==> src/rtl/householder_reflector_unit_macros.svh <==
// Assertion macros for the householder reflector unit RTL.
`ifndef HOUSEHOLDER_REFLECTOR_UNIT_MACROS_SVH
`define HOUSEHOLDER_REFLECTOR_UNIT_MACROS_SVH
`ifndef SYNTHESIS
// Same-cycle implication, sampled on clk and disabled while rst_n is low.
`define HRU_ASSERT_IMPLY(label, ante, cons) \
    label: assert property (@(posedge clk) disable iff (!rst_n) (ante) |-> (cons)) \
        else $error("householder reflector unit assertion failed");
// Next-cycle implication, sampled on clk and disabled while rst_n is low.
`define HRU_ASSERT_NEXT(label, ante, cons) \
    label: assert property (@(posedge clk) disable iff (!rst_n) (ante) |=> (cons)) \
        else $error("householder reflector unit assertion failed");
`else
`define HRU_ASSERT_IMPLY(label, ante, cons)
`define HRU_ASSERT_NEXT(label, ante, cons)
`endif
`endif

==> src/rtl/hru_pkg.sv <==
// Types and constants shared by the householder reflector unit modules.
package hru_pkg;

    localparam int SAMPLE_W  = 32;
    localparam int FRAC_BITS = 24;
    localparam int CFG_W     = 5;
    localparam int LEN_W     = 7;
    localparam int IDX_OUT_W = 4;
    localparam int MAG_W     = 40;
    localparam int F_W       = 40;
    localparam int SQ_W      = 64;
    localparam int ROOT_W    = 32;
    localparam int NUM_W     = 57;
    localparam int SHIFT_W   = 6;
    localparam int PROD_W    = 66;

    localparam logic [CFG_W-1:0]           LEN_RESET = 5'd16;
    localparam logic signed [SAMPLE_W-1:0] ONE_Q     = 32'sh0100_0000;
    localparam logic [F_W-1:0]             F_LIMIT   = 40'h40_0000_0000;

    localparam logic MODE_BUILD     = 1'b0;
    localparam logic MODE_REFLECT   = 1'b1;
    localparam logic KIND_REFLECTOR = 1'b0;
    localparam logic KIND_REFLECTED = 1'b1;

    typedef struct packed {
        logic             mode;
        logic [LEN_W-1:0] len;
    } job_t;

    typedef struct packed {
        logic busy;
        logic done;
    } back_status_t;

    typedef enum logic [3:0] {
        ST_IDLE,
        ST_NRD,
        ST_NMUL,
        ST_NACC,
        ST_SQRT,
        ST_ROOT,
        ST_ERD,
        ST_ESTART,
        ST_EWAIT,
        ST_EOUT,
        ST_BRD,
        ST_BMUL,
        ST_BACC,
        ST_FCALC,
        ST_RMUL,
        ST_ROUT
    } back_state_t;

endpackage

==> src/rtl/hru_stream_ifs.sv <==
// Valid/ready channel interfaces for input samples and results.
interface hru_sample_if import hru_pkg::*; ();
    logic                       valid;
    logic                       ready;
    logic                       mode;
    logic signed [SAMPLE_W-1:0] sample_value;

    modport source (output valid, output mode, output sample_value, input ready);
    modport sink (input valid, input mode, input sample_value, output ready);
endinterface


==> src/rtl/hru_front.sv <==
// Front end: sample intake, length register, element buffer and job issue.
module hru_front import hru_pkg::*;
#(
    parameter int MAX_LEN = 16
)
(
    input  logic                       clk,
    input  logic                       rst_n,
    hru_sample_if.sink                 samples,
    input  logic                       cfg_write_enable,
    input  logic [CFG_W-1:0]           cfg_write_data,
    output logic                       job_push,
    output job_t                       job,
    input  logic                       job_full,
    input  logic                       back_done,
    input  logic [((MAX_LEN > 1) ? $clog2(MAX_LEN) : 1)-1:0] rd_idx,
    output logic signed [SAMPLE_W-1:0] rd_data
);

    localparam int IW = (MAX_LEN > 1) ? $clog2(MAX_LEN) : 1;
    localparam int CW = $clog2(MAX_LEN + 1);

    logic [CFG_W-1:0]           vector_length_reg;
    logic [CW-1:0]              load_count_reg;
    logic                       load_mode_reg;
    logic                       pending_reg;
    logic signed [SAMPLE_W-1:0] buf_mem [MAX_LEN];
    logic signed [SAMPLE_W-1:0] rd_data_reg;

    logic             accept;
    logic [LEN_W-1:0] cfg_len;
    logic [LEN_W-1:0] eff_len;
    logic [CW-1:0]    count_base;
    logic [CW-1:0]    count_after;
    logic             buf_we;
    logic             complete;

    // Clamp the programmed length into the usable range.
    always_comb
    begin
        cfg_len = LEN_W'(vector_length_reg);
        if (cfg_len == '0)
        begin
            eff_len = LEN_W'(1);
        end
        else if (cfg_len > LEN_W'(MAX_LEN))
        begin
            eff_len = LEN_W'(MAX_LEN);
        end
        else
        begin
            eff_len = cfg_len;
        end
    end

    // A change of mode restarts the element count.
    assign accept      = samples.valid && samples.ready;
    assign count_base  = (samples.mode != load_mode_reg) ? '0 : load_count_reg;
    assign buf_we      = count_base < CW'(MAX_LEN);
    assign count_after = count_base + CW'(buf_we);
    assign complete    = LEN_W'(count_after) >= eff_len;

    // Hold off new samples while a vector is with the back end.
    assign samples.ready = !pending_reg && !job_full;
    assign job_push      = accept && complete;
    assign job.mode      = samples.mode;
    assign job.len       = eff_len;

    // Control state.
    always_ff @(posedge clk or negedge rst_n)
    begin
        if (!rst_n)
        begin
            vector_length_reg <= LEN_RESET;
            load_count_reg    <= '0;
            load_mode_reg     <= MODE_BUILD;
            pending_reg       <= 1'b0;
        end
        else
        begin
            if (cfg_write_enable)
            begin
                vector_length_reg <= cfg_write_data;
            end
            if (accept)
            begin
                load_mode_reg  <= samples.mode;
                load_count_reg <= complete ? '0 : count_after;
            end
            if (job_push)
            begin
                pending_reg <= 1'b1;
            end
            else if (back_done)
            begin
                pending_reg <= 1'b0;
            end
        end
    end

    // Element buffer with a registered read port for the back end.
    always_ff @(posedge clk)
    begin
        if (accept && buf_we)
        begin
            buf_mem[count_base[IW-1:0]] <= samples.sample_value;
        end
        rd_data_reg <= buf_mem[rd_idx];
    end

    assign rd_data = rd_data_reg;

endmodule

==> src/flat_wrapper.sv <==
// flat-port wrapper written by rule: the top's interface ports become plain ports
module hru_front_flat import hru_pkg::*;
#(
    parameter int MAX_LEN = 16
)
  (clk, rst_n, cfg_write_enable, cfg_write_data, job_push, job, job_full, back_done, rd_idx, rd_data, samples_valid, samples_mode, samples_sample_value, samples_ready);
  hru_sample_if samples_i ();
  input  logic clk;
  input  logic rst_n;
  input  logic cfg_write_enable;
  input  logic [CFG_W-1:0] cfg_write_data;
  output logic job_push;
  output job_t job;
  input  logic job_full;
  input  logic back_done;
  input  logic [((MAX_LEN > 1) ? $clog2(MAX_LEN) : 1)-1:0] rd_idx;
  output logic signed [SAMPLE_W-1:0] rd_data;
  input wire logic [$bits(samples_i.valid)-1:0] samples_valid;
  input wire logic [$bits(samples_i.mode)-1:0] samples_mode;
  input wire logic [$bits(samples_i.sample_value)-1:0] samples_sample_value;
  output wire logic [$bits(samples_i.ready)-1:0] samples_ready;
  assign samples_i.valid = samples_valid;
  assign samples_i.mode = samples_mode;
  assign samples_i.sample_value = samples_sample_value;
  assign samples_ready = samples_i.ready;
  hru_front #(.MAX_LEN(MAX_LEN)) u_core (.clk(clk), .rst_n(rst_n), .samples(samples_i), .cfg_write_enable(cfg_write_enable), .cfg_write_data(cfg_write_data), .job_push(job_push), .job(job), .job_full(job_full), .back_done(back_done), .rd_idx(rd_idx), .rd_data(rd_data));
endmodule
==> config.mk <==
export PLATFORM = sky130hd
export DESIGN_NAME = hru_front_flat
export DESIGN_NICKNAME = d
export VERILOG_FILES = /design/src/rtl/householder_reflector_unit_macros.svh /design/src/rtl/hru_pkg.sv /design/src/rtl/hru_stream_ifs.sv /design/src/rtl/hru_front.sv /design/src/flat_wrapper.sv
export SDC_FILE = /design/constraint.sdc
export NUM_CORES = 1
export LEC_CHECK = 0
export BUFFER_PORTS_ARGS = -buffer_cell sky130_fd_sc_hd__buf_4
export CAP_MARGIN = 20
export CELL_PAD_IN_SITES_DETAIL_PLACEMENT = 0
export CELL_PAD_IN_SITES_GLOBAL_PLACEMENT = 1
export CORE_ASPECT_RATIO = 1.25
export CORE_MARGIN = 4
export CORE_UTILIZATION = 23
export DETAILED_ROUTE_END_ITERATION = 12
export MAX_ROUTING_LAYER = met4
export PLACE_DENSITY_LB_ADDON = 0.1
export SYNTH_ARGS = -nofsm -noshare
export SYNTH_HDL_FRONTEND = slang
export SYNTH_SLANG_ARGS = --single-unit
==> constraint.sdc <==
create_clock -name clk -period 7.9 [get_ports clk]
set_input_delay 2.37 -clock clk [delete_from_list [all_inputs] [get_ports clk]]
set_output_delay 2.37 -clock clk [all_outputs]
set_load 0.01 [all_outputs]
Word level (Yosys, flattened, before mapping)
Memory sizes are Yosys's and may differ from the RTL's. A register that Yosys moved wholly into a read port is not among the register bits.
Cells that the tools add are included.
{ "totals": {"reg_bits": 12, "ram_bits": 512, "output_inout_bits": 42, "word_cells": 26, "n_memories": 1} }
{ "op_classes": {"add_sub_neg": 1, "order_cmp": 3, "eq_ne": 1, "muxes": 8, "n_reduce_logical": 8} }
{ "memory_table": {"columns": ["memory", "words", "width", "rd", "rd_ports_with_merged_regs", "wr", "line", "rtl"], "rows": [
  ["u_core.buf_mem", 16, 32, 1, 1, 1, "hru_front.sv:27", "logic signed [SAMPLE_W-1:0] buf_mem [MAX_LEN];"]
]} }
{ "op_table": {"columns": ["op", "n"], "rows": [
  ["two-way mux 5 bit", 4],
  ["adder 5 x 1 -> 5 bit", 1],
  [">= comparator 5 bit", 1],
  ["> comparator 5 bit (second input constant)", 1],
  ["zero test 5 bit", 1],
  ["< comparator 5 bit (second input constant)", 1],
  ["logical AND 1 bit", 4],
  ["two-way mux 1 bit", 4],
  ["zero test 1 bit", 2],
  ["nonzero test 2 bit", 1],
  ["!= test 1 bit", 1]
]} }

Depth between registers and ports, before layout
{ "logic_depth": {"word_depth": 7, "depth_mapped": 12, "ltp_nobuf": 12} }

Least setup slack after synthesis
OpenSTA, ideal clock, no wires.
{ "synth_timing": {"path_kind": "input to output", "start": "in samples_mode", "end": "out job_push", "arrival_time_ns": 4.357, "setup_slack_ns": 1.173, "stages": 12, "path_cell_list": "xnor2_2 -> and2_1 -> ha_1 -> ha_1 -> nand3_1 -> xor2_1 -> nor2_1 -> ha_1 -> a21oi_1 -> nand2_1 -> o21bai_1 -> and2_1"} }
{ "synth_via": {"elab_chain_cells": 6} }
{ "synth_lines": {"columns": ["element", "line", "rtl"], "rows": [
  ["start, declared", "flat_wrapper.sv:19", "input wire logic [$bits(samples_i.mode)-1:0] samples_mode;"],
  ["!= test 1 bit (*)", "hru_front.sv:58", "assign count_base = (samples.mode != load_mode_reg) ? '0 : load_count_reg;"],
  ["two-way mux 5 bit (*)", "hru_front.sv:58", null],
  ["< comparator 5 bit", "hru_front.sv:59", "assign buf_we = count_base < CW'(MAX_LEN);"],
  ["adder 5 x 1 -> 5 bit (*)", "hru_front.sv:60", "assign count_after = count_base + CW'(buf_we);"],
  [">= comparator 5 bit (*)", "hru_front.sv:61", "assign complete = LEN_W'(count_after) >= eff_len;"],
  ["logical AND 1 bit (*)", "hru_front.sv:65", "assign job_push = accept && complete;"],
  ["end, declared", "flat_wrapper.sv:12", "output logic job_push;"]
]} }
Every way passes the cells marked *; elsewhere a longest branch is shown, timed or not.

Worst setup path after layout
Same ends and word-level chain as after synthesis.

==> metrics <==
fin cells 2301; Startpoint Class input port; Crit path arrival time 4910 ps; core area 88800 sq um; worst rel slew slack 0.278; Worst IR Drop VDD about 0.13 mV; max-slew violations 0; count of different cell masters after synthesis 35; prevailing post-synth register cell edfxtp_1; Hold Path Depth 1; layout cells sized above 1 0.332; synth warn 0; setup bufs post-CTS 0; r2r endpoint u_core.buf_mem[9][25]; pwr dens 265 nW/um^2; routability cong. just under 0.7; WHS Endpoint u_core.vector_length_reg[0]; sequential cell area 16300 sq um; synthesized cell area 20600 sq um; worst r2r src u_core.load_mode_reg; antenna-violating nets left 0; Root Driver clkbuf_16; H-tree depth 3; fillers 8781; placed cell count around 2200; fmax approximately 0.14 GHz; Die Span Y approximately 340 um; hold_ws roughly 540 ps; count of max-cap constraint violations 0; first-pass GRT wire length between 80 and 90 mm; I/O pin cnt 90; final setup fails 0; Layout area overhead 21.7%; Post-synth EDFFs 512; endpoint class of the critical path output port; area used by multi-input combinational logic about 4200 sq um; drt drc 0; Inserted Clock Buffers 66; largest net degree at the start of global routing 83; FF+latch count, synth around 560; top-count cell post-synth edfxtp_1; CTS Sinks 556; post-synth top area share 0.745; reg2reg path depth 5; Hold Vio Cnt, Final 0; CTS resizes 0; final worst-path cycle share 0.921; final WL between 50 and 60 mm; flip-flop count of the largest register after layout approximately 510; Critical Path RT 5530 ps; cts hold-fix bufs 0; die area 94600 sq um; minimum clock period 7280 ps; GRT overflow 0; die width about 280 um; # port buffers between 80 and 90; crit-path max FO 7; nets@finish 1122; synthesized instance count 926; area leader, netlist edfxtp_1; Async S/R FF share, synth 0.0216; TritonCTS clock tree built; status finished clean; skew final 18.9 ps; most frequent cells after synthesis edfxtp_1, mux4_2, a22oi_1; Setup WS post-layout about 620 ps; Post-Route Utilization 0.283; syn avg cell area ~22 sq um; vias 9641; row cnt approximately 120; Lkg Pwr 8.04 nW; sequential share of the synthesized area 0.791; min-delay src u_core.vector_length_reg[0]; routed vias/inst around 4.2; Max clock buf depth 3; CTS clk-pin slew, worst paths 50 ps; Area contributors post-synth edfxtp_1, mux4_2, dfxtp_1; DR WL/cell 24.6 um; worst min-delay path class register to register; DP HPWL 30.3 mm; DR iter-0 viols 663; worst skew pair latency 620 ps; GRT Util Overall 0.124; RSZ-0062 raised after global routing false; vias in the first global route 10726; drt first pass iters 4; flop-to-flop setup slack 4770 ps; CP Class input port to output port; Starting Density 0.232; measured slew at the worst slew-check pin approximately 1100 ps; initial antenna violation count 3; Post-Place Setup Slack a little over 600 ps; Fin Setup TNS 0 ps
-- cells by family after synthesis --
logic type	after synthesis	synth area share
buf+inv	54	0.0125
flops	556	0.791
mux	132	0.142
fa+ha+maj	7	0.00424
other cells	1	0.000182
simple gates	96	0.0212
compound gates	75	0.0269
xor+xnor	5	0.00249
-- cells in the final DEF (no fill, tap or decap), types with 2 or more instances in the layout --
cell type,synthesis,routed
nor2_1,25,8
inv_6,0,6
clkbuf_16,0,67
buf_16,0,3
clkinv_4,0,3
edfxtp_1,512,512
or4b_4,2,2
a21oi_1,2,2
o41ai_1,2,2
dfrtp_1,11,11
diode_2,0,3
ha_1,7,7
nand3_1,5,5
and2_1,4,3
o31ai_1,2,2
clkinv_2,0,8
nor2_4,0,17
buf_12,0,5
mux4_2,128,128
dfxtp_1,32,32
nor3_1,2,2
mux2_2,4,4
o21ai_0,3,3
nand2_1,50,50
clkbuf_1,18,18
clkbuf_8,0,7
inv_1,7,7
clkinv_1,0,9
nor2b_4,0,2
conb_1,1,2
buf_4,12,109
xor2_1,4,4
a22oi_1,64,64
-- cell type report --
type,count,share of cell area
clock inverters,29,0.00837
well taps,1178,0.0587
flip-flops and latches,556,0.650
multi-input cells,317,0.168
repair buffers,119,0.0409
clock buffers,92,0.0733
diodes,3,0.000299
inverters,7,0.00105
-- worst max-delay path by stage --
stage,slack [ps],start,depth (start not counted),to
2_1_floorplan,1170,samples_mode,12,job_push
3_3_place_gp,600,samples_mode,14,job_push
3_5_place_dp,610,samples_mode,14,job_push
4_1_cts,600,samples_mode,14,job_push
5_1_grt,360,samples_mode,14,job_push
6_report,620,samples_mode,14,job_push
-- routing by layer --
layer  vias up  GRT usage  wire length (um)
li1       4174          -                 -
met1      5214      0.158             25000
met2       178      0.201             28200
met3        75     0.0255              2420
met4         0     0.0393              1150
met5         -          -                 0
-- critical path, stage by stage --
cell and delay (ps):
buf_4 130, xnor2_2 330, and2_1 190, ha_1 170
ha_1 180, nand3_1 100, xor2_1 200, nor2_1 70
ha_1 320, a21oi_1 150, nand2_1 110, o21bai_1 250
and2_1 200, buf_4 140
-- metrics by stage --
stage,total power [mW],instance area (sq um)
2_1_floorplan,3.61,20600
3_3_place_gp,3.83,22900
5_1_grt,6.94,25100
4_1_cts,6.79,25100
3_5_place_dp,3.83,23100
6_report,6.65,25100
-- where the power goes --
part	switching (mW)	internal [mW]
combinational	0.251	0.167
sequential	0.0329	3.30
clock	1.22	1.67
total	1.51	5.14
Power figures use the tool's default switching activity.
