File: src/rtl/householder_reflector_unit_macros.svh
// Assertion macros for the householder reflector unit RTL.
`ifndef HOUSEHOLDER_REFLECTOR_UNIT_MACROS_SVH
`define HOUSEHOLDER_REFLECTOR_UNIT_MACROS_SVH
`ifndef SYNTHESIS
// Same-cycle implication, sampled on clk and disabled while rst_n is low.
`define HRU_ASSERT_IMPLY(label, ante, cons) \
    label: assert property (@(posedge clk) disable iff (!rst_n) (ante) |-> (cons)) \
        else $error("householder reflector unit assertion failed");
// Next-cycle implication, sampled on clk and disabled while rst_n is low.
`define HRU_ASSERT_NEXT(label, ante, cons) \
    label: assert property (@(posedge clk) disable iff (!rst_n) (ante) |=> (cons)) \
        else $error("householder reflector unit assertion failed");
`else
`define HRU_ASSERT_IMPLY(label, ante, cons)
`define HRU_ASSERT_NEXT(label, ante, cons)
`endif
`endif

File: src/rtl/hru_pkg.sv
// Types and constants shared by the householder reflector unit modules.
package hru_pkg;

    localparam int SAMPLE_W  = 32;
    localparam int FRAC_BITS = 24;
    localparam int CFG_W     = 5;
    localparam int LEN_W     = 7;
    localparam int IDX_OUT_W = 4;
    localparam int MAG_W     = 40;
    localparam int F_W       = 40;
    localparam int SQ_W      = 64;
    localparam int ROOT_W    = 32;
    localparam int NUM_W     = 57;
    localparam int SHIFT_W   = 6;
    localparam int PROD_W    = 66;

    localparam logic [CFG_W-1:0]           LEN_RESET = 5'd16;
    localparam logic signed [SAMPLE_W-1:0] ONE_Q     = 32'sh0100_0000;
    localparam logic [F_W-1:0]             F_LIMIT   = 40'h40_0000_0000;

    localparam logic MODE_BUILD     = 1'b0;
    localparam logic MODE_REFLECT   = 1'b1;
    localparam logic KIND_REFLECTOR = 1'b0;
    localparam logic KIND_REFLECTED = 1'b1;

    typedef struct packed {
        logic             mode;
        logic [LEN_W-1:0] len;
    } job_t;

    typedef struct packed {
        logic busy;
        logic done;
    } back_status_t;

    typedef enum logic [3:0] {
        ST_IDLE,
        ST_NRD,
        ST_NMUL,
        ST_NACC,
        ST_SQRT,
        ST_ROOT,
        ST_ERD,
        ST_ESTART,
        ST_EWAIT,
        ST_EOUT,
        ST_BRD,
        ST_BMUL,
        ST_BACC,
        ST_FCALC,
        ST_RMUL,
        ST_ROUT
    } back_state_t;

endpackage

File: src/rtl/hru_job_fifo.sv
// Two-entry transaction queue between the front and back ends.
module hru_job_fifo import hru_pkg::*;
(
    input  logic clk,
    input  logic rst_n,
    input  logic push,
    input  job_t push_job,
    output logic full,
    input  logic pop,
    output logic empty,
    output job_t head_job
);

    job_t       entry_reg [2];
    logic       wr_ptr_reg;
    logic       rd_ptr_reg;
    logic [1:0] count_reg;

    assign full     = count_reg == 2'd2;
    assign empty    = count_reg == 2'd0;
    assign head_job = entry_reg[rd_ptr_reg];

    // Pointers and occupancy.
    always_ff @(posedge clk or negedge rst_n)
    begin
        if (!rst_n)
        begin
            wr_ptr_reg <= 1'b0;
            rd_ptr_reg <= 1'b0;
            count_reg  <= 2'd0;
        end
        else
        begin
            if (push && !full)
            begin
                wr_ptr_reg <= !wr_ptr_reg;
            end
            if (pop && !empty)
            begin
                rd_ptr_reg <= !rd_ptr_reg;
            end
            count_reg <= count_reg + 2'(push && !full) - 2'(pop && !empty);
        end
    end

    // Entry storage.
    always_ff @(posedge clk)
    begin
        if (push && !full)
        begin
            entry_reg[wr_ptr_reg] <= push_job;
        end
    end

endmodule

File: config.mk
export PLATFORM = sky130hd
export DESIGN_NAME = hru_job_fifo
export DESIGN_NICKNAME = d
export VERILOG_FILES = /design/src/rtl/householder_reflector_unit_macros.svh /design/src/rtl/hru_pkg.sv /design/src/rtl/hru_job_fifo.sv
export SDC_FILE = /design/constraint.sdc
export NUM_CORES = 1
export LEC_CHECK = 0
export BUFFER_PORTS_ARGS = -buffer_cell sky130_fd_sc_hd__buf_2
export CORE_MARGIN = 2
export CORE_UTILIZATION = 44
export DETAILED_ROUTE_END_ITERATION = 10
export PLACE_DENSITY = 0.72
export SLEW_MARGIN = 15
export SYNTH_ARGS = -nofsm -noshare
export SYNTH_HDL_FRONTEND = slang
export SYNTH_SLANG_ARGS = --single-unit
File: constraint.sdc
create_clock -name clk -period 1.3 [get_ports clk]
set_input_delay 0.39 -clock clk [delete_from_list [all_inputs] [get_ports clk]]
set_output_delay 0.39 -clock clk [all_outputs]
set_load 0.02 [all_outputs]
* Word level (Yosys, flattened, before mapping)
Memory sizes are Yosys's and may differ from the RTL's.
Cells that the tools add are included.
** Storage, ports and cells
- RAM bits :: 16
- Register bits :: 4
- Input bits :: 12
- Output and inout bits :: 10
- Memories kept :: 1
** Memories
- entry_reg :: words 2, width 8, read ports 1, clocked after Yosys merged registers in 0, wr ports 1, line hru_job_fifo.sv:14 : job_t entry_reg [2];
** Cells by class
- Reductions and logical operators :: 7
- $add $sub $neg :: 2
- Multiplexer cells :: 2
- Eq/ne operators :: 1
** Operators by type and width (count)
- $logic_not 1->1 :: 4
- $add 2x1->2 :: 1
- $eq 2x2->1 const B :: 1
- $logic_and 1x1->1 :: 2
- $logic_not 2->1 :: 1
- $mux 1 :: 2
- $sub 2x1->2 :: 1

* Depth between registers and ports, before layout
Gate-level depths: netlist (run 1).
- Word-level depth :: 5
- Gate-level depth with buffers :: 7

* Worst setup path before layout (run 1)
Ideal clock, no wire load.
- Path type :: register to register
- Start :: register count_reg[1]
- End :: register count_reg[1]
- Clock period less this slack :: 1.699 ns
- Path buffers :: 0
- Library setup time :: 0.123 ns
- Stages on the path, launching flop included :: 8
- Required time :: 1.177 ns
- Setup slack :: -0.399 ns
- Arrival time :: 1.577 ns
- Cells stage by stage :: dfrtp_1 -> nor2_1 -> nor2b_2 -> ha_1 -> inv_1 -> ha_1 -> xnor2_1 -> xnor2_1
** RTL lines
- from (decl) :: line hru_job_fifo.sv:17 : logic [1:0] count_reg;
- from (signal assigned) :: line hru_job_fifo.sv:42 : count_reg <= count_reg + 2'(push && !full) - 2'(pop && !empty);
- $logic_not 2->1 :: line hru_job_fifo.sv:20 : assign empty = count_reg == 2'd0;
- named net empty :: line hru_job_fifo.sv:10 : output logic empty,
- $logic_not 1->1 :: line hru_job_fifo.sv:42
- $logic_and 1x1->1 :: line hru_job_fifo.sv:42
- $sub 2x1->2 :: line hru_job_fifo.sv:42
The timed path passes the listed nets, and every way through them passes these cells.
A chain may end at the register's enable or synchronous reset.

==> metrics.md, run 1 <==
| Metric | Value |
|---|---|
| Hold path endpoint | entry_reg[0][3] |
| Leak | about 0.00051 uW |
| Initial antenna violation count | 0 |
| Crit-path max FO | 5 |
| Num CTS Buffers | 3 |
| Delay of the slowest cell on the worst path | about 0.39 ns |
| Synth warn | 0 |
| Critical Path Start Type | flip-flop |
| Clock power frac | 0.101 |
| Pin count of the biggest net entering global routing | 12 |
| Total wire length | ~1.3 mm |
| Residual DRC | 0 |
| Worst vdd ir | about 0.0014 V |
| Gate Count Post-Synth | 43 |
| CTS tree | yes |
| Gr usage total | 0.138 |
| Top Family by Delay on Critical Path | flip-flops |
| Clock-pin transition on the worst setup and hold timing paths | around 0.11 ns |
| Synth Cell Area | slightly below 800 sq um |
| Vias in the first global route | 468 |
| Setup WS pre-CTS | -0.233 ns |
| DR iter-0 viols | 6 |
| Cell-internal power | just under 2000 uW |
| CP dominant cell by count | buf_6 |
| Combinational Power Share | 0.554 |
| Clk buf depth | 2 |
| Clk Latency, worst-skew pair | 0.29 ns |
| Slowest-stage cell, CP | dfrtp_2 |
| Seq cells post-synth | 20 |
| RSZ-0062 raised after global routing | yes |
| Endpoints failing hold | 0 |
| F_max | between 600 and 700 MHz |
| Crit path kind | reg2out |
| Num rows | 15 |
| Status | finished, violations left |
| I/O pins | 22 |
| Seq pwr share | 0.345 |
| Hold Path Cell Cnt | 1 |
| Final setup viols | 12 |
| Die X | 46.0 microns |
| Syn_area_per_cell | approximately 18 sq um |
| Pwr per Cell Area | 2390 nW/um^2 |
| Final std cells w/o fill | between 100 and 150 |
| Full die area | about 2100 sq um |
| Commonest non-fill, non-tap cells in the layout | 18 x buf_6, 16 x edfxtp_1, 11 x buf_2 |
| CTS root buf | clkbuf_4 |
| Grt ovf | 0 |
| HPWL after DPL | 846 microns |
| Total core area | 1690 sq um |
| FF-to-FF path depth | 8 |
| Unique masters post-synth | 13 |
| First-pass DRT Iterations | 3 |
| Share of layout cells above drive strength 1 | 0.718 |
| CP Buf/Inv Count | 2 |
| Fin nets | 100 |
| Max Cap Violations | 0 |
| Largest register FFs | 16 |
| Placed Cells | 88 |
| Data required time at the worst endpoint | approximately 0.9 ns |
| Antenna fix cells | 0 |
| Final period utilization | 1.27 |
| CP endpoint kind | output pin |
| R2r setup slk | -0.21 ns |
| Port Buffer Count | 21 |
| Setup TNS | -3.35 ns |
| Max Clock Skew | between 0.006 and 0.007 ns |
| Worst reg2reg path endpoint | count_reg[1] |
| WHS | 0.280 ns |
| CP Cell Sequence | buf_6 > mux2_2 > buf_6 |
| Max-slew violation count | 0 |
| Sw Pwr | between 900 and 1000 uW |
| CTS sink count | 20 |
| Worst EP arrival | 1.26 ns |
| Sw Ratio | 0.321 |
| Sequential share of the synthesized area | 0.748 |
| Hold path start | push_job[3] |
| WL per Instance | roughly 13 microns |
| Clock H-tree levels | 1 |
| Detailed-route via count | slightly below 500 |
| Slew margin rel. | 0.884 |
| Tightest Pin Transition | approximately 0.17 ns |
| Final min period | around 1.7 ns |
| Hold Path Class | in2reg |
| Area Growth Syn to Fin | 56.1% |
| Commonest non-fill, non-tap cell in the layout | buf_6 |
| Die span in y | about 46 microns |
| Via density per instance | 4.75 |
| Post-DRT Antenna Nets | 0 |
| Final worst slack | -0.353 ns |
| Post-Syn Nets | 57 |
| Critical R2R Launch | count_reg[0] |
| First-pass GRT wire length | 1.92 mm |
| Starting density of the core | 0.459 |
| Failing checks | negative setup slack |
| Final GP Congestion | 0.769 |
power by group through the flow:
stage	registers (uW)	logic (uW)	clock network [uW]
floorplan	977	641	0
finish	999	1600	292
detailed placement	1040	946	0
global placement	1040	922	0
CTS	997	1490	305
global route	1020	1720	326
timing repair:
action                                  CTS  global route
hold buffers                              1             0
pin swaps                                 4             2
endpoints found under the setup margin   28            20
gates cloned                              0             0
hold endpoints to repair                  4             0
gates resized for setup                  34             7
setup buffers                             6             3
final cells by class:
cell class	count	area, sq um
Inverter	2	7.51
Sequential cell	20	583
Timing Repair Buffer	39	335
Multi-Input combinational cell	20	238
Clock buffer	4	26.3
Tap cell	17	21.3
Fill cell	117	478
synth_stat cells:
cell type / number / area (sq um)
inv_1: 2 / 7.51
edfxtp_1: 16 / 480
nor2b_2: 1 / 8.76
nand2b_1: 1 / 6.26
and3_1: 1 / 6.26
dfrtp_1: 4 / 100
ha_1: 2 / 25.0
xnor2_1: 3 / 26.3
nand2_1: 1 / 3.75
nor2_1: 2 / 7.51
buf_2: 1 / 5.00
mux2_2: 8 / 90.1
xor2_1: 1 / 8.76
how the worst max path moves through the flow:
stage / start / endpoint / slack [ns] / depth (start not counted)
after floorplan: count_reg[0] / count_reg[1] / -0.19 / 7
after global placement: pop / count_reg[1] / -0.18 / 7
after detailed placement: pop / count_reg[1] / -0.23 / 7
after CTS: rd_ptr_reg / head_job[4] / -0.37 / 3
after global routing: rd_ptr_reg / head_job[4] / -0.41 / 3
final: rd_ptr_reg / head_job[5] / -0.35 / 3
per-layer routing:
| metal | GRT usage | vias to the layer above | part of all wire |
|---|---|---|---|
| li1 | - | 241 | - |
| met1 | 0.146 | 232 | 0.38 |
| met2 | 0.256 | 10 | 0.58 |
| met3 | 0.0357 | 2 | 0.034 |
| met4 | 0.0514 | 0 | 0.0046 |
| met5 | 0 | - | 0 |
cell families after synthesis:
| family | synth area share |
|---|---|
| adders and majority gates | 0.0323 |
| muxes | 0.116 |
| DFF | 0.748 |
| buffers and inverters | 0.0161 |
| xor gates and xnor gates | 0.0452 |
| and+or+nand+nor | 0.0419 |
worst reg2reg max path: stages, from the launching register on:
cell	delay [ns]
dfrtp_1	0.40
buf_6	0.13
nor2_4	0.08
nor2b_2	0.05
ha_1	0.29
inv_2	0.04
ha_4	0.16
xnor2_2	0.13
xnor2_1	0.12
metrics by stage:
stage,total power (uW),utilization,instance area [sq um]
after floorplan,1620,-,788
after global placement,1960,0.574,970
after detailed placement,1990,0.574,970
after CTS,2790,0.688,1160
after global routing,3070,0.717,1210
final,2890,0.717,1210
Note: power is estimated with default switching activity, not from simulation.
==> inputs of run 2 (changes only) <==
Settings changed: CORE_MARGIN 2 to default.
==> metrics.md, run 2 (synthesis gave the netlist of run 1 again) <==
| Metric | Value |
|---|---|
| Clock H-tree levels | 1 |
| Status | finished, violations left |
| Gr usage total | 0.170 |
| CP endpoint kind | output pin |
| Post-DRT Antenna Nets | 0 |
| First-pass GRT wire length | between 2 and 2.5 mm |
| Commonest non-fill, non-tap cells in the layout | 17 x buf_6, 16 x edfxtp_1, 11 x buf_2 |
| RSZ-0062 raised after global routing | yes |
| Max Cap Violations | 0 |
| Max-slew violation count | 0 |
| Hold Path Class | in2reg |
| CP Buf/Inv Count | 2 |
| FF-to-FF path depth | 7 |
| Top Family by Delay on Critical Path | flip-flops |
| Critical R2R Launch | count_reg[0] |
| Detailed-route via count | about 460 |
| CTS sink count | 20 |
| CP startpoint | rd_ptr_reg |
| Cell-internal power | around 2000 uW |
| Pwr per Cell Area | roughly 2400 nW/um^2 |
| Combinational Power Share | 0.533 |
| Total wire length | between 1 and 1.5 mm |
| Commonest non-fill, non-tap cell in the layout | buf_6 |
| Grt ovf | 0 |
| Endpoints failing hold | 0 |
| Fin nets | between 90 and 100 |
| Die X | about 44 microns |
| Clk Latency, worst-skew pair | 0.30 ns |
| CTS tree | yes |
| DR iter-0 viols | 7 |
| Worst vdd ir | approximately 0.0017 V |
| Placed Cells | between 80 and 90 |
| Critical Path Start Type | flip-flop |
| Residual DRC | 0 |
| WL per Instance | between 10 and 15 microns |
| Delay of the slowest cell on the worst path | around 0.4 ns |
| Tightest Pin Transition | approximately 0.17 ns |
| Initial antenna violation count | 0 |
| Clk buf depth | 2 |
| F_max | 599 MHz |
| Vias in the first global route | approximately 460 |
| Crit-path max FO | 4 |
| Full die area | about 1900 sq um |
| Final setup viols | 19 |
| Max Clock Skew | between 0.004 and 0.005 ns |
| Final GP Congestion | about 0.67 |
| Final min period | ~1.7 ns |
| Post-layout util | 0.773 |
| Slew margin rel. | 0.888 |
| Starting density of the core | 0.492 |
| Sw Pwr | approximately 940 uW |
| Hold Path Cell Cnt | 1 |
| Multi-input gate area | 255 sq um |
| Num CTS Buffers | 3 |
| Sw Ratio | 0.322 |
| Stages on worst setup path | 3 |
| # fillers | 103 |
| Failing checks | negative setup slack |
| Total design power | 2940 uW |
| First-pass DRT Iterations | 5 |
| Worst reg2reg path endpoint | count_reg[1] |
| Data required time at the worst endpoint | 0.91 ns |
| Antenna fix cells | 0 |
| Crit path kind | reg2out |
| CP Cell Sequence | buf_6 > mux2_2 > buf_6 |
| Total core area | between 1500 and 2000 sq um |
| Setup TNS | -4.07 ns |
| Via density per instance | 4.69 |
| Num rows | 14 |
| CTS root buf | clkbuf_4 |
| Final period utilization | 1.29 |
| Largest register FFs | 16 |
| Final std cells w/o fill | between 90 and 100 |
| Slowest-stage cell, CP | dfrtp_2 |
| Area Growth Syn to Fin | 57.1% |
| Hold path start | push_job[2] |
| CP dominant cell by count | buf_6 |
| Leak | between 0.0005 and 0.0006 uW |
| Die span in y | approximately 44 microns |
| Placed Area | roughly 980 sq um |
| Clock power frac | 0.120 |
| HPWL after DPL | ~840 microns |
| Worst setup path end | head_job[5] |
| FF/Latch Area | 583 sq um |
| Worst EP arrival | 1.28 ns |
| R2r setup slk | -0.16 ns |
| Final instance area | roughly 1200 sq um |
| Pin count of the biggest net entering global routing | 12 |
| Share of layout cells above drive strength 1 | 0.735 |
| Port Buffer Count | 21 |
| Final worst slack | -0.371 ns |
| Clock-pin transition on the worst setup and hold timing paths | around 0.11 ns |
| I/O pins | 22 |
| Seq pwr share | 0.346 |
## run 2: cell count changes in the layout (fill, tap and decap cells not counted), sizes merged
cell	change
buf	-2
## run 2: area by class of cell
class | count | area share
sequential | 20 | 0.478
timing repair buffer | 37 | 0.260
multi-input combinational | 20 | 0.209
clock buffer | 4 | 0.0298
inverter | 2 | 0.00616
tap | 16 | 0.0164
## run 2: power groups by stage
stage,Clock (uW),Combinational (uW),Sequential (uW)
after global placement,0,957,1030
after detailed placement,0,968,1040
after floorplan,0,641,977
final,353,1570,1020
after global routing,391,1660,1040
after CTS,361,1510,1010
## run 2: routing by layer
layer  up-vias  track usage  routed length [microns]
met5         -            0                        0
met4         0       0.0727                       16
met3         4       0.0500                       56
met2        13        0.301                      786
met1       212        0.189                      546
li1        235            -                        -
## run 2: metrics by stage
stage	hold slack, ns	setup slack (ns)
2_1_floorplan	0.0944	-0.191
4_1_cts	0.270	-0.373
6_report	0.273	-0.371
3_5_place_dp	0.205	-0.200
3_3_place_gp	0.203	-0.182
5_1_grt	0.256	-0.424
## run 2: repair_timing
action,CTS,global route
hold endpoints to repair,4,0
setup endpoints to repair,23,28
setup buffers,6,1
hold buffers,1,0
pin swaps,6,1
gates resized for setup,38,4
## run 2: worst min-delay path by stage
stage / end / slack [ns]
6_report: entry_reg[0][2] / 0.27
3_3_place_gp: count_reg[0] / 0.20
4_1_cts: entry_reg[1][3] / 0.27
3_5_place_dp: count_reg[1] / 0.20
2_1_floorplan: count_reg[0] / 0.09
5_1_grt: entry_reg[0][2] / 0.26
